### config.mk
export PLATFORM = sky130hd
export DESIGN_NAME = pedestrian_signal_audible_cadence_flat
export DESIGN_NICKNAME = d
export VERILOG_FILES = /design/src/rtl/core/psac_pkg.sv /design/src/rtl/core/psac_if.sv /design/src/rtl/core/pedestrian_signal_audible_cadence.sv /design/src/flat_wrapper.sv
export SDC_FILE = /design/constraint.sdc
export NUM_CORES = 1
export LEC_CHECK = 0
export BUFFER_PORTS_ARGS = -buffer_cell sky130_fd_sc_hd__buf_2
export CORE_MARGIN = 5
export CORE_UTILIZATION = 50
export DETAILED_ROUTE_END_ITERATION = 12
export MAX_ROUTING_LAYER = met4
export PLACE_DENSITY_LB_ADDON = 0.2
export RECOVER_POWER = 25
export SYNTH_ARGS = -nofsm -noshare
export SYNTH_HDL_FRONTEND = slang
export SYNTH_SLANG_ARGS = --single-unit
export TNS_END_PERCENT = 20
### constraint.sdc
create_clock -name clock -period 16.5 [get_ports clock]
set_clock_uncertainty 0.2 [all_clocks]
set_input_delay 1.65 -clock clock [delete_from_list [all_inputs] [get_ports clock]]
set_output_delay 1.65 -clock clock [all_outputs]
set_load 0.03 [all_outputs]
### src/rtl/core/psac_pkg.sv
// Shared types, codes and constants for the pedestrian signal audible cadence block.
// No dependencies; used by the channel interfaces and the top level.
package psac_pkg;

   localparam int SIGNALS     = 4;
   localparam int GLYPH_COUNT = 4;

   localparam int OP_W       = 2;
   localparam int DEV_W      = 2;
   localparam int GLYPH_W    = 4;
   localparam int TICK_W     = 16;
   localparam int WALK_W     = 8;
   localparam int CSR_IDX_W  = 2;
   localparam int CSR_DATA_W = 16;
   localparam int SPAN_Q_W   = 13;
   localparam int SPAN_R_W   = 4;

   typedef logic [1:0]         mode_type;
   typedef logic [GLYPH_W-1:0] glyph_type;
   typedef logic [TICK_W-1:0]  tick_type;
   typedef logic [WALK_W-1:0]  walk_type;

   localparam logic [OP_W-1:0] OP_SECOND = 2'd0;
   localparam logic [OP_W-1:0] OP_FINE   = 2'd1;
   localparam logic [OP_W-1:0] OP_WALK   = 2'd2;

   localparam mode_type MODE_HAND  = 2'd0;
   localparam mode_type MODE_WALK  = 2'd1;
   localparam mode_type MODE_COUNT = 2'd2;

   localparam glyph_type GLYPH_HAND  = 4'd10;
   localparam glyph_type GLYPH_WALK  = 4'd11;
   localparam glyph_type COUNT_START = 4'd9;

   localparam logic [CSR_IDX_W-1:0] CSR_WALK_SECONDS = 2'd0;
   localparam logic [CSR_IDX_W-1:0] CSR_BEEP_ON      = 2'd1;
   localparam logic [CSR_IDX_W-1:0] CSR_GAP_SLOW     = 2'd2;
   localparam logic [CSR_IDX_W-1:0] CSR_GAP_FAST     = 2'd3;

   localparam walk_type RST_WALK_SECONDS = 8'd5;
   localparam tick_type RST_BEEP_ON      = 16'd1311;
   localparam tick_type RST_GAP_SLOW     = 16'd16384;
   localparam tick_type RST_GAP_FAST     = 16'd820;

   localparam int RST_SPAN = 16384 - 820;
   localparam logic [SPAN_Q_W-1:0] RST_SPAN_Q = SPAN_Q_W'(RST_SPAN / 9);
   localparam logic [SPAN_R_W-1:0] RST_SPAN_R = SPAN_R_W'(RST_SPAN % 9);

   // floor(x/9) for 16-bit x: (x * 58255) >> 19
   localparam logic [TICK_W-1:0] SPAN_RECIP       = 16'd58255;
   localparam int                SPAN_RECIP_SHIFT = 19;

   // floor(x/9) for x below 81
   function automatic logic [3:0] div9_small(input logic [6:0] x);
      logic [12:0] p;
      p = 13'(x) * 13'd57;
      return p[12:9];
   endfunction

endpackage

### src/rtl/core/psac_if.sv
// Request and response channel interfaces for the cadence block.
// Depends on psac_pkg for field widths.
interface psac_req_if;
   logic                         valid;
   logic                         ready;
   logic [psac_pkg::OP_W-1:0]    operation;
   logic [psac_pkg::DEV_W-1:0]   device;

   modport source (output valid, output operation, output device, input ready);
   modport sink   (input valid, input operation, input device, output ready);
endinterface

interface psac_rsp_if;
   logic                           valid;
   logic                           ready;
   logic [psac_pkg::GLYPH_W-1:0]   glyph_zero;
   logic [psac_pkg::GLYPH_W-1:0]   glyph_one;
   logic [psac_pkg::GLYPH_W-1:0]   glyph_two;
   logic [psac_pkg::GLYPH_W-1:0]   glyph_three;
   logic                           beeper_level;
   logic                           cadence_active;
   logic [psac_pkg::TICK_W-1:0]    current_gap;

   modport source (output valid, output glyph_zero, output glyph_one, output glyph_two,
                   output glyph_three, output beeper_level, output cadence_active,
                   output current_gap, input ready);
   modport sink   (input valid, input glyph_zero, input glyph_one, input glyph_two,
                   input glyph_three, input beeper_level, input cadence_active,
                   input current_gap, output ready);
endinterface

### src/rtl/core/pedestrian_signal_audible_cadence.sv
// Top level: four crossing signals, audible beeper cadence and glyph outputs.
// Depends on psac_pkg and the channel interfaces in psac_if.sv.
//
// Usage:
//   req_chan carries one word per event: operation (second tick, fine beeper
//   tick, walk request) and device (signal index for a walk request).
//   rsp_chan returns one word per request: four glyphs, beeper level,
//   cadence active flag and the present silent gap, all after the update.
//   csr_we/csr_index/csr_data write the four settings; write only while idle.
// Timing:
//   A word is registered on accept, then updated state and the response are
//   registered when it fires. One word per cycle sustained unless rsp stalls;
//   the state update, minimum search and gap interpolation sit in the single
//   stage between the two registers. The span quotient for the gap is
//   refreshed at each settings write.
// Reset (synchronous): all signals hand, beeper stopped, settings defaults.
// Stall: when rsp is not taken the response holds, the input register keeps
//   one more word, and req ready drops only when both are full.
module pedestrian_signal_audible_cadence (
   input  logic                              clock,
   input  logic                              reset,
   psac_req_if.sink                          req_chan,
   psac_rsp_if.source                        rsp_chan,
   input  logic                              csr_we,
   input  logic [psac_pkg::CSR_IDX_W-1:0]    csr_index,
   input  logic [psac_pkg::CSR_DATA_W-1:0]   csr_data
);

   // settings
   psac_pkg::walk_type walk_seconds_ff, walk_seconds_in;
   psac_pkg::tick_type beep_on_ff, beep_on_in;
   psac_pkg::tick_type gap_slow_ff, gap_slow_in;
   psac_pkg::tick_type gap_fast_ff, gap_fast_in;
   logic [psac_pkg::SPAN_Q_W-1:0] span_q_ff, span_q_in;
   logic [psac_pkg::SPAN_R_W-1:0] span_r_ff, span_r_in;
   psac_pkg::tick_type span;
   logic [2*psac_pkg::TICK_W-1:0] span_prod;

   // pipeline
   logic                          in_valid_ff, in_valid_in;
   logic [psac_pkg::OP_W-1:0]     in_op_ff;
   logic [psac_pkg::DEV_W-1:0]    in_dev_ff;
   logic                          out_valid_ff, out_valid_in;
   logic                          advance, fire, req_take;

   // signal state
   psac_pkg::mode_type  mode_ff   [psac_pkg::GLYPH_COUNT];
   psac_pkg::mode_type  mode_in   [psac_pkg::GLYPH_COUNT];
   psac_pkg::walk_type  remain_ff [psac_pkg::GLYPH_COUNT];
   psac_pkg::walk_type  remain_in [psac_pkg::GLYPH_COUNT];
   psac_pkg::glyph_type cd_ff     [psac_pkg::GLYPH_COUNT];
   psac_pkg::glyph_type cd_in     [psac_pkg::GLYPH_COUNT];
   psac_pkg::glyph_type glyph_in  [psac_pkg::GLYPH_COUNT];
   psac_pkg::glyph_type glyph_ff  [psac_pkg::GLYPH_COUNT];

   // beeper state
   logic               running_ff, running_in;
   logic               phase_on_ff, phase_on_in;
   psac_pkg::tick_type count_ff, count_in;
   psac_pkg::tick_type period_ff, period_in;
   psac_pkg::tick_type cnt_inc;

   // gap
   logic                walk_seen, any_count, active;
   psac_pkg::glyph_type least;
   psac_pkg::tick_type  gap, interp;
   logic [3:0]          frac;

   // response payload
   logic               beeper_ff;
   logic               active_ff;
   psac_pkg::tick_type gap_ff;

   // settings and span quotient/remainder
   always_comb begin
      walk_seconds_in = walk_seconds_ff;
      beep_on_in      = beep_on_ff;
      gap_slow_in     = gap_slow_ff;
      gap_fast_in     = gap_fast_ff;
      if (csr_we) begin
         case (csr_index)
            psac_pkg::CSR_WALK_SECONDS: walk_seconds_in = csr_data[psac_pkg::WALK_W-1:0];
            psac_pkg::CSR_BEEP_ON:      beep_on_in      = csr_data[psac_pkg::TICK_W-1:0];
            psac_pkg::CSR_GAP_SLOW:     gap_slow_in     = csr_data[psac_pkg::TICK_W-1:0];
            psac_pkg::CSR_GAP_FAST:     gap_fast_in     = csr_data[psac_pkg::TICK_W-1:0];
            default: ;
         endcase
      end
      span      = (gap_slow_in >= gap_fast_in) ? (gap_slow_in - gap_fast_in) : '0;
      span_prod = 32'(span) * 32'(psac_pkg::SPAN_RECIP);
      span_q_in = psac_pkg::SPAN_Q_W'(span_prod >> psac_pkg::SPAN_RECIP_SHIFT);
      span_r_in = psac_pkg::SPAN_R_W'(span - 16'(span_q_in) * 16'd9);
   end

   always_ff @(posedge clock) begin
      if (reset) begin
         walk_seconds_ff <= psac_pkg::RST_WALK_SECONDS;
         beep_on_ff      <= psac_pkg::RST_BEEP_ON;
         gap_slow_ff     <= psac_pkg::RST_GAP_SLOW;
         gap_fast_ff     <= psac_pkg::RST_GAP_FAST;
         span_q_ff       <= psac_pkg::RST_SPAN_Q;
         span_r_ff       <= psac_pkg::RST_SPAN_R;
      end else begin
         walk_seconds_ff <= walk_seconds_in;
         beep_on_ff      <= beep_on_in;
         gap_slow_ff     <= gap_slow_in;
         gap_fast_ff     <= gap_fast_in;
         span_q_ff       <= span_q_in;
         span_r_ff       <= span_r_in;
      end
   end

   // handshake
   assign advance        = !out_valid_ff || rsp_chan.ready;
   assign fire           = in_valid_ff && advance;
   assign req_chan.ready = !in_valid_ff || advance;
   assign req_take       = req_chan.valid && req_chan.ready;

   always_comb begin
      in_valid_in = in_valid_ff;
      if (req_take) begin
         in_valid_in = 1'b1;
      end else if (advance) begin
         in_valid_in = 1'b0;
      end
      out_valid_in = advance ? in_valid_ff : out_valid_ff;
   end

   // signal update
   always_comb begin
      psac_pkg::walk_type rem_dec;
      for (int i = 0; i < psac_pkg::GLYPH_COUNT; i++) begin
         mode_in[i]   = mode_ff[i];
         remain_in[i] = remain_ff[i];
         cd_in[i]     = cd_ff[i];
         rem_dec      = (remain_ff[i] != '0) ? remain_ff[i] - 8'd1 : '0;
         if (i < psac_pkg::SIGNALS) begin
            case (in_op_ff)
               psac_pkg::OP_SECOND: begin
                  if (mode_ff[i] == psac_pkg::MODE_WALK) begin
                     remain_in[i] = rem_dec;
                     if (rem_dec == '0) begin
                        mode_in[i] = psac_pkg::MODE_COUNT;
                        cd_in[i]   = psac_pkg::COUNT_START;
                     end
                  end else if (mode_ff[i] == psac_pkg::MODE_COUNT) begin
                     if (cd_ff[i] != '0) begin
                        cd_in[i] = cd_ff[i] - 4'd1;
                     end else begin
                        mode_in[i] = psac_pkg::MODE_HAND;
                     end
                  end
               end
               psac_pkg::OP_WALK: begin
                  if (in_dev_ff == psac_pkg::DEV_W'(i) && mode_ff[i] == psac_pkg::MODE_HAND) begin
                     mode_in[i]   = psac_pkg::MODE_WALK;
                     remain_in[i] = walk_seconds_ff;
                  end
               end
               default: ;
            endcase
         end
      end
   end

   // gap from the updated signals
   always_comb begin
      walk_seen = 1'b0;
      any_count = 1'b0;
      least     = psac_pkg::COUNT_START;
      for (int i = 0; i < psac_pkg::GLYPH_COUNT; i++) begin
         glyph_in[i] = psac_pkg::GLYPH_HAND;
         if (i < psac_pkg::SIGNALS) begin
            if (mode_in[i] == psac_pkg::MODE_WALK) begin
               walk_seen   = 1'b1;
               glyph_in[i] = psac_pkg::GLYPH_WALK;
            end else if (mode_in[i] == psac_pkg::MODE_COUNT) begin
               any_count   = 1'b1;
               glyph_in[i] = cd_in[i];
               if (cd_in[i] < least) begin
                  least = cd_in[i];
               end
            end
         end
      end
      active = walk_seen || any_count;
      frac   = psac_pkg::div9_small(7'(least) * 7'(span_r_ff));
      interp = gap_fast_ff + 16'(17'(least) * 17'(span_q_ff)) + 16'(frac);
      if (!active) begin
         gap = '0;
      end else if (!any_count) begin
         gap = gap_slow_ff;
      end else begin
         gap = interp;
      end
   end

   // beeper
   always_comb begin
      running_in  = running_ff;
      phase_on_in = phase_on_ff;
      count_in    = count_ff;
      period_in   = period_ff;
      cnt_inc     = count_ff + 16'd1;
      case (in_op_ff)
         psac_pkg::OP_SECOND: begin
            if (!active) begin
               running_in  = 1'b0;
               phase_on_in = 1'b0;
               count_in    = '0;
            end else if (!running_ff) begin
               running_in  = 1'b1;
               phase_on_in = 1'b0;
               count_in    = '0;
               period_in   = gap;
            end
         end
         psac_pkg::OP_FINE: begin
            if (running_ff) begin
               if (cnt_inc < period_ff) begin
                  count_in = cnt_inc;
               end else begin
                  count_in = '0;
                  if (!active) begin
                     running_in  = 1'b0;
                     phase_on_in = 1'b0;
                  end else if (phase_on_ff) begin
                     phase_on_in = 1'b0;
                     period_in   = gap;
                  end else begin
                     phase_on_in = 1'b1;
                     period_in   = beep_on_ff;
                  end
               end
            end
         end
         default: ;
      endcase
   end

   // control and state registers
   always_ff @(posedge clock) begin
      if (reset) begin
         in_valid_ff  <= 1'b0;
         out_valid_ff <= 1'b0;
         running_ff   <= 1'b0;
         phase_on_ff  <= 1'b0;
         count_ff     <= '0;
         period_ff    <= psac_pkg::RST_GAP_SLOW;
         for (int i = 0; i < psac_pkg::GLYPH_COUNT; i++) begin
            mode_ff[i]   <= psac_pkg::MODE_HAND;
            remain_ff[i] <= '0;
            cd_ff[i]     <= '0;
         end
      end else begin
         in_valid_ff  <= in_valid_in;
         out_valid_ff <= out_valid_in;
         if (fire) begin
            running_ff  <= running_in;
            phase_on_ff <= phase_on_in;
            count_ff    <= count_in;
            period_ff   <= period_in;
            for (int i = 0; i < psac_pkg::GLYPH_COUNT; i++) begin
               mode_ff[i]   <= mode_in[i];
               remain_ff[i] <= remain_in[i];
               cd_ff[i]     <= cd_in[i];
            end
         end
      end
   end

   // payload registers
   always_ff @(posedge clock) begin
      if (req_take) begin
         in_op_ff  <= req_chan.operation;
         in_dev_ff <= req_chan.device;
      end
      if (fire) begin
         for (int i = 0; i < psac_pkg::GLYPH_COUNT; i++) begin
            glyph_ff[i] <= glyph_in[i];
         end
         beeper_ff <= running_in && phase_on_in;
         active_ff <= active;
         gap_ff    <= gap;
      end
   end

   assign rsp_chan.valid          = out_valid_ff;
   assign rsp_chan.glyph_zero     = glyph_ff[0];
   assign rsp_chan.glyph_one      = glyph_ff[1];
   assign rsp_chan.glyph_two      = glyph_ff[2];
   assign rsp_chan.glyph_three    = glyph_ff[3];
   assign rsp_chan.beeper_level   = beeper_ff;
   assign rsp_chan.cadence_active = active_ff;
   assign rsp_chan.current_gap    = gap_ff;

`ifndef SYNTHESIS
   a_stopped_is_clear: assert property (@(posedge clock) disable iff (reset)
      !running_ff |-> (count_ff == '0) && !phase_on_ff)
      else $error("stopped beeper holds a phase or count");

   a_count_in_phase: assert property (@(posedge clock) disable iff (reset)
      running_ff |-> (count_ff < period_ff) || (count_ff == '0))
      else $error("phase count passed its period");

   a_idle_silent: assert property (@(posedge clock) disable iff (reset)
      rsp_chan.valid && !rsp_chan.cadence_active
         |-> !rsp_chan.beeper_level && (rsp_chan.current_gap == '0))
      else $error("beeper or gap present with no active signal");
`endif

endmodule

### src/flat_wrapper.sv
// flat-port wrapper written by rule: the top's interface ports become plain ports
module pedestrian_signal_audible_cadence_flat 
  (clock, reset, csr_we, csr_index, csr_data, req_chan_valid, req_chan_operation, req_chan_device, req_chan_ready, rsp_chan_valid, rsp_chan_glyph_zero, rsp_chan_glyph_one, rsp_chan_glyph_two, rsp_chan_glyph_three, rsp_chan_beeper_level, rsp_chan_cadence_active, rsp_chan_current_gap, rsp_chan_ready);
  psac_req_if req_chan_i ();
  psac_rsp_if rsp_chan_i ();
  input  logic clock;
  input  logic reset;
  input  logic csr_we;
  input  logic [psac_pkg::CSR_IDX_W-1:0] csr_index;
  input  logic [psac_pkg::CSR_DATA_W-1:0] csr_data;
  input wire logic [$bits(req_chan_i.valid)-1:0] req_chan_valid;
  input wire logic [$bits(req_chan_i.operation)-1:0] req_chan_operation;
  input wire logic [$bits(req_chan_i.device)-1:0] req_chan_device;
  output wire logic [$bits(req_chan_i.ready)-1:0] req_chan_ready;
  output wire logic [$bits(rsp_chan_i.valid)-1:0] rsp_chan_valid;
  output wire logic [$bits(rsp_chan_i.glyph_zero)-1:0] rsp_chan_glyph_zero;
  output wire logic [$bits(rsp_chan_i.glyph_one)-1:0] rsp_chan_glyph_one;
  output wire logic [$bits(rsp_chan_i.glyph_two)-1:0] rsp_chan_glyph_two;
  output wire logic [$bits(rsp_chan_i.glyph_three)-1:0] rsp_chan_glyph_three;
  output wire logic [$bits(rsp_chan_i.beeper_level)-1:0] rsp_chan_beeper_level;
  output wire logic [$bits(rsp_chan_i.cadence_active)-1:0] rsp_chan_cadence_active;
  output wire logic [$bits(rsp_chan_i.current_gap)-1:0] rsp_chan_current_gap;
  input wire logic [$bits(rsp_chan_i.ready)-1:0] rsp_chan_ready;
  assign req_chan_i.valid = req_chan_valid;
  assign req_chan_i.operation = req_chan_operation;
  assign req_chan_i.device = req_chan_device;
  assign req_chan_ready = req_chan_i.ready;
  assign rsp_chan_valid = rsp_chan_i.valid;
  assign rsp_chan_glyph_zero = rsp_chan_i.glyph_zero;
  assign rsp_chan_glyph_one = rsp_chan_i.glyph_one;
  assign rsp_chan_glyph_two = rsp_chan_i.glyph_two;
  assign rsp_chan_glyph_three = rsp_chan_i.glyph_three;
  assign rsp_chan_beeper_level = rsp_chan_i.beeper_level;
  assign rsp_chan_cadence_active = rsp_chan_i.cadence_active;
  assign rsp_chan_current_gap = rsp_chan_i.current_gap;
  assign rsp_chan_i.ready = rsp_chan_ready;
  pedestrian_signal_audible_cadence u_core (.clock(clock), .reset(reset), .req_chan(req_chan_i), .rsp_chan(rsp_chan_i), .csr_we(csr_we), .csr_index(csr_index), .csr_data(csr_data));
endmodule
==> results of run 1 <==
[metal layers]
layer  vias to the layer above  share of wire, %  track usage, %
met5                         -                 0               -
met2                       321                49           40.47
met3                        72               4.5           2.099
li1                       7154                 -               -
met1                      7112                44           30.88
met4                         0               2.4           5.661
[cell type report]
class	count	area (sq um)
clock buffers	30	665.6
clock inverters	12	136.4
fillers	3390	16420
inverters	259	972.2
multi-input cells	1500	12460
flip-flops and latches	203	5005
well taps	468	585.6
repair buffers	94	538.0
[path summary, 6_finish.rpt]
path | end | slack [ns] | depth (start not counted)
hold / removal | u_core.beep_on_ff[6] | 0.26 | 2
hold reg to reg | u_core.beep_on_ff[6] | 0.26 | 2
setup reg to reg | u_core.period_ff[14] | 0.93 | 64
setup / recovery | u_core.period_ff[14] | 0.93 | 64
[repair_timing]
action | 4_1_cts | 5_1_grt
resized for setup | 0 | 12
buffers inserted | 0 | 3
setup endpoints to repair | 0 | 20
hold endpoints to repair | 0 | 0
[synth_stat cells, types with 8 or more instances]
library cell    n  area (sq um)
inv_1         257         964.7
or3_1          15         93.84
a31oi_1        13         81.33
xor2_1         32         280.3
or2_2          10         62.56
nand3_1        42         210.2
dfxtp_1       109          2182
o21a_1         26         195.2
a311oi_1       10         87.58
nor2b_1        14         87.58
and2_1         48         300.3
o211ai_1       13         97.59
a211oi_1        9         67.56
edfxtp_1       94          2823
a21oi_1       113         565.5
o22ai_1         9         56.30
a32o_1          8         80.08
nor2_1        146         548.0
and3_1         20         125.1
buf_6           9         101.4
nor3b_1        12         90.09
a21o_1         26         195.2
nor4_1          8         50.05
nand2_1       162         608.1
o31ai_1        13         97.59
clkbuf_1       49         183.9
fa_1          123          2462
o21ai_0        89         445.4
xnor2_1        33         289.0
mux2i_1        42         420.4
nand4_1         9         56.30
mux2_2         31         349.1
ha_1          227          2840
nor3_1         50         250.2
nand2b_1       40         250.2
[through the flow]
step	instances	utilization [%]
3_5_place_dp	2521	52.98
6_report	2566	55.35
2_1_floorplan	2026	-
4_1_cts	2563	55.16
3_3_place_gp	2521	52.98
5_1_grt	2566	55.35
[worst max-delay path: cells and delay by family (launching register included)]
family | cells | cell delay (ns)
buf+inv | 7 | 0.52
flops | 1 | 0.45
mux | 2 | 0.70
compound gates | 24 | 4.85
xor+xnor | 3 | 0.81
simple gates | 13 | 2.17
fa+ha+maj | 15 | 5.75
[sequential cells by signal (all words and copies together), names as in the netlist, 16 cells and up]
name                         count
u_core.gap_fast_ff              16
u_core.glyph_ff                 16
u_core.cd_ff                    16
u_core.period_ff                16
u_core.rsp_chan.current_gap     16
u_core.remain_ff                32
u_core.count_ff                 16
u_core.gap_slow_ff              16
u_core.beep_on_ff               16
[logic make-up (layout without fill, tap and decap cells)]
kind of cell    after synthesis  count (layout)  synth area share [%]
flops                       203             203                 26.79
fa+ha+maj                   351             351                 28.44
buf+inv                     323             395                 6.878
mux                          73              73                 4.119
compound gates              404             404                 14.45
xor+xnor                     68              68                 3.409
simple gates                604             604                 15.92
[placed cells by master, fill, tap and decap left out, types with 31 or more instances in the layout]
cell type and n:
inv_1 256, ha_1 227, nand2_1 162, nor2_1 145, fa_1 123, a21oi_1 112, dfxtp_1 109, edfxtp_1 94
o21ai_0 88, buf_2 61, nor3_1 48, and2_1 47, nand3_1 42, mux2i_1 42, nand2b_1 40, xor2_1 32
xnor2_1 32, mux2_2 31
==> results.json, run 1 <==
{
  "grt_overflow": 0,
  "hold_buffers": 0,
  "dpl.hpwl_um": 37880,
  "ys.flop_type": "dfxtp_1",
  "io_buffers": 62,
  "slew_headroom_pct": 15.08,
  "path_common_cell": "ha_1",
  "slew_violations": 0,
  "finalCritPeriodShare_pct": 94.37,
  "syn_inst": 2026,
  "path_class": "flip-flop to flip-flop",
  "grt_max_degree": 69,
  "placed_area_sq_um": 19490,
  "dp_slack_ns": 0.2031,
  "netlist_area_sq_um": 18680,
  "antenna_found_initial": 0,
  "vias": 14660,
  "finalNetCount": 2458,
  "worst_hold_slack_ns": 0.2571,
  "design_area_sq_um": 20360,
  "cts_buffers": 23,
  "finalSetupViolCount": 0,
  "grt_pass1_vias": 14690,
  "cpPeakStageDelay_ns": 0.61,
  "min_path_type": "flip-flop to flip-flop",
  "start_util_pct": 50.79,
  "cts.clk_slew.worst_paths_ns": 0.06,
  "cp.required_ns": 16.74,
  "hp-start": "u_core.beep_on_ff[6]",
  "num_rows": 70,
  "crit_path_end_kind": "flip-flop",
  "ys_seq_area_share_pct": 26.79,
  "async_reset_ff_share_pct": 0,
  "min_period_ns": 15.57,
  "place_congestion": 0.9141,
  "n_antenna_cell": 0,
  "grt_pass1_wl_um": 77860,
  "setup.worst_path.start": "u_core.remain_ff[1][0]",
  "drtAntennaViolNets": 0,
  "synth_edf_count": 94,
  "crit_arrival_ns": 15.81,
  "tns_ns": 0,
  "clk_latency_ns": 0.54,
  "cts_sinks": 203,
  "yosysWarnings": 0,
  "die_w_um": 203.3,
  "drtIter0Drc": 868,
  "worst_slew_pin_slew_ns": 1.274,
  "ys_types": 88,
  "cts_tree": "built",
  "via_per_inst": 5.713,
  "cts_buffer_depth": 3,
  "die_area_sq_um": 41330,
  "syn_avg_cell_area_sq_um": 9.221,
  "drtPass1Iterations": 5,
  "htreeDepth": 1,
  "crit_path_top_delay_cell": "fa_1",
  "critPathMaxFanout": 7,
  "io_pins": 63,
  "fin_ws_ns": 0.9284,
  "syn2layout_area_growth_pct": 8.988,
  "drc": 0,
  "synth-seq-cells": 203,
  "wl_per_cell_um": 18.68,
  "crit_path_start_kind": "flip-flop",
  "fmax_ghz": 0.06422,
  "grtUsageTotal_pct": 23.71,
  "routed_wl_um": 47920,
  "synth_fp_nets": 2403,
  "die_h_um": 203.3,
  "reg2reg_from": "u_core.remain_ff[1][0]",
  "drv_cap": 0,
  "core_area_sq_um": 36790,
  "outcome": "complete, no violations",
  "finalHoldViolCount": 0,
  "drive_above_1_share_pct": 9.771,
  "root_buffer": "clkbuf_16"
}
Power of run 1 is not shown: default switching activity piles up to over one toggle a cycle in this logic, so the estimate is an artifact.
==> run 2, diff against run 1 <==
- CORE_UTILIZATION: 50 -> 48
- clock period: 16.5 -> 16.4 ns (I/O delays scaled with it)
==> run 2 against run 1 <==
  * The run now ends with max-capacitance violations, max-slew violations left
  * Fmax about the same
  * Worst hold slack worse by 0.0043 ns
  * Flip-flop and latch count unchanged
  * Clock-buffer cell count up 1
  * Cell count up 2.1%
  * First-iteration DRC count up 17%
  * Die area up 4.0%
  * Non-clock buffer count unchanged
  * Global-route usage down 0.98 points
  * Critical path depth unchanged
  * Cell area up 0.26%
  * Critical path type unchanged
  * Critical endpoint unchanged
  * Largest cell class unchanged
  * Highest routed layer unchanged
==> results.json, run 2 (synthesis results as in run 1) <==
{
  "finalHoldViolCount": 0,
  "die_area_sq_um": 42970,
  "cts_sinks": 203,
  "cp-endpoint": "u_core.period_ff[14]",
  "drv_cap": 1,
  "grt_most_used_layer": "met2",
  "fmax_ghz": 0.06427,
  "critPathMaxFanout": 7,
  "reg2reg_from": "u_core.remain_ff[1][0]",
  "antenna_found_initial": 1,
  "grtUsageTotal_pct": 22.73,
  "crit_family": "adder cells",
  "hold_buffers": 0,
  "design_area_sq_um": 20410,
  "syn2layout_area_growth_pct": 9.269,
  "outcome": "complete, but fails checks",
  "finalCritPeriodShare_pct": 94.88,
  "finalSetupViolCount": 0,
  "io_buffers": 62,
  "io_pins": 63,
  "path_class": "flip-flop to flip-flop",
  "path_depth": 64,
  "core_area_sq_um": 38560,
  "via_per_inst": 5.628,
  "grt_max_degree": 63,
  "grt_pass1_wl_um": 78410,
  "setup.worst_path.start": "u_core.remain_ff[1][0]",
  "layout_common_cells": "inv_1, ha_1, nand2_1, nor2_1, fa_1",
  "clk_latency_ns": 0.55,
  "vias": 14740,
  "routed_wl_um": 48530,
  "worst_slew_pin_slew_ns": 2.227,
  "min_period_ns": 15.56,
  "drtPass1Iterations": 5,
  "hold_path_depth": 2,
  "cts.clk_slew.worst_paths_ns": 0.07,
  "place_congestion": 0.9136,
  "final_util_pct": 52.94,
  "drtIter0Drc": 1015,
  "drtAntennaViolNets": 0,
  "cp.required_ns": 16.65,
  "reg2reg_depth": 64,
  "grt_overflow": 0,
  "crit_path_top_delay_cell": "fa_1",
  "cts_tree": "built",
  "use_met3_pct": 2.101,
  "final_common_cell": "inv_1",
  "finalNetCount": 2459,
  "htreeDepth": 1,
  "cpPeakStageDelay_ns": 0.61,
  "grt_pass1_vias": 14540,
  "worst-r2r-setup-slack_ns": 0.84,
  "grt_use_met1_pct": 28.61,
  "slew_headroom_pct": -48.48,
  "slew_violations": 38,
  "crit_path_start_kind": "flip-flop",
  "crit_path_end_kind": "flip-flop",
  "cts_buffer_depth": 3,
  "placed_area_sq_um": 19550,
  "dpl.hpwl_um": 38380,
  "failed_checks": "max-capacitance violations, max-slew violations",
  "start_util_pct": 48.45,
  "die_h_um": 207.3,
  "fin_ws_ns": 0.8403,
  "crit_arrival_ns": 15.80,
  "root_buffer": "clkbuf_16",
  "drc": 0,
  "grtUsageMet2_pct": 39.74,
  "cp_num_buf_inv": 7,
  "largest-register": "u_core.remain_ff",
  "drive_above_1_share_pct": 9.667,
  "wl_per_cell_um": 18.53,
  "num_rows": 72,
  "die_w_um": 207.3,
  "cts_buffers": 24,
  "dp_slack_ns": 0.04077,
  "r2r-end": "u_core.period_ff[14]",
  "largest_register_ff_count": 32,
  "min_path_type": "flip-flop to flip-flop"
}
run 2: changes by cell type in the layout (fill, tap and decap cells not counted), moves of 2 or more:
cell      previous run  this run
clkbuf_1             8        11
clkbuf_8             0         2
clkinv_1             3         6
buf_4               29        27
run 2: stage by stage:
step	setup TNS (ns)	hold WS (ns)	instances
final	0	0.2528	2619
after CTS	0	0.2556	2615
after floorplan	0	0.2312	2026
after detailed placement	0	0.2458	2571
after global routing	-0.02495	0.2850	2619
after global placement	0	0.2391	2571
run 2: layout make-up:
class / count / area, sq um
diodes: 1 / 2.502
clock buffers: 31 / 668.1
clock inverters: 13 / 107.6
fillers: 3608 / 18140
inverters: 259 / 972.2
multi-input cells: 1500 / 12480
flip-flops and latches: 203 / 5005
well taps: 518 / 648.1
repair buffers: 94 / 529.3
run 2: metal layers:
metal	routed length [um]	part of all wire [%]	vias to the layer above
met5	0	0	-
met4	1236	2.5	0
met3	1905	3.9	73
met2	24590	51	329
met1	20800	43	7183
li1	-	-	7154
run 2: how the worst min path moves through the flow:
stage                     startpoint                    end  slack (ns)
6_report        u_core.beep_on_ff[5]   u_core.beep_on_ff[5]        0.25
5_1_grt        u_core.beep_on_ff[13]  u_core.beep_on_ff[13]        0.28
4_1_cts         u_core.beep_on_ff[5]   u_core.beep_on_ff[5]        0.26
3_5_place_dp    u_core.beep_on_ff[5]   u_core.beep_on_ff[5]        0.25
3_3_place_gp    u_core.beep_on_ff[6]   u_core.beep_on_ff[6]        0.24
2_1_floorplan  u_core.beep_on_ff[11]  u_core.beep_on_ff[11]        0.23
run 2: worst register-to-register path, delay by kind of cell, from the launching register on:
kind            cells  cell delay [ns]
fa+ha+maj          15             5.79
simple gates       14             2.46
compound gates     23             4.66
flops               1             0.45
mux                 2             0.71
xor+xnor            3             0.70
buf+inv             7             0.54
run 2: timing repair:
item	CTS	global route
endpoints found under the hold margin	0	0
setup buffers	0	3
gates resized for setup	0	17
setup endpoints to repair	0	22
Power of run 2 is left out for the same reason.
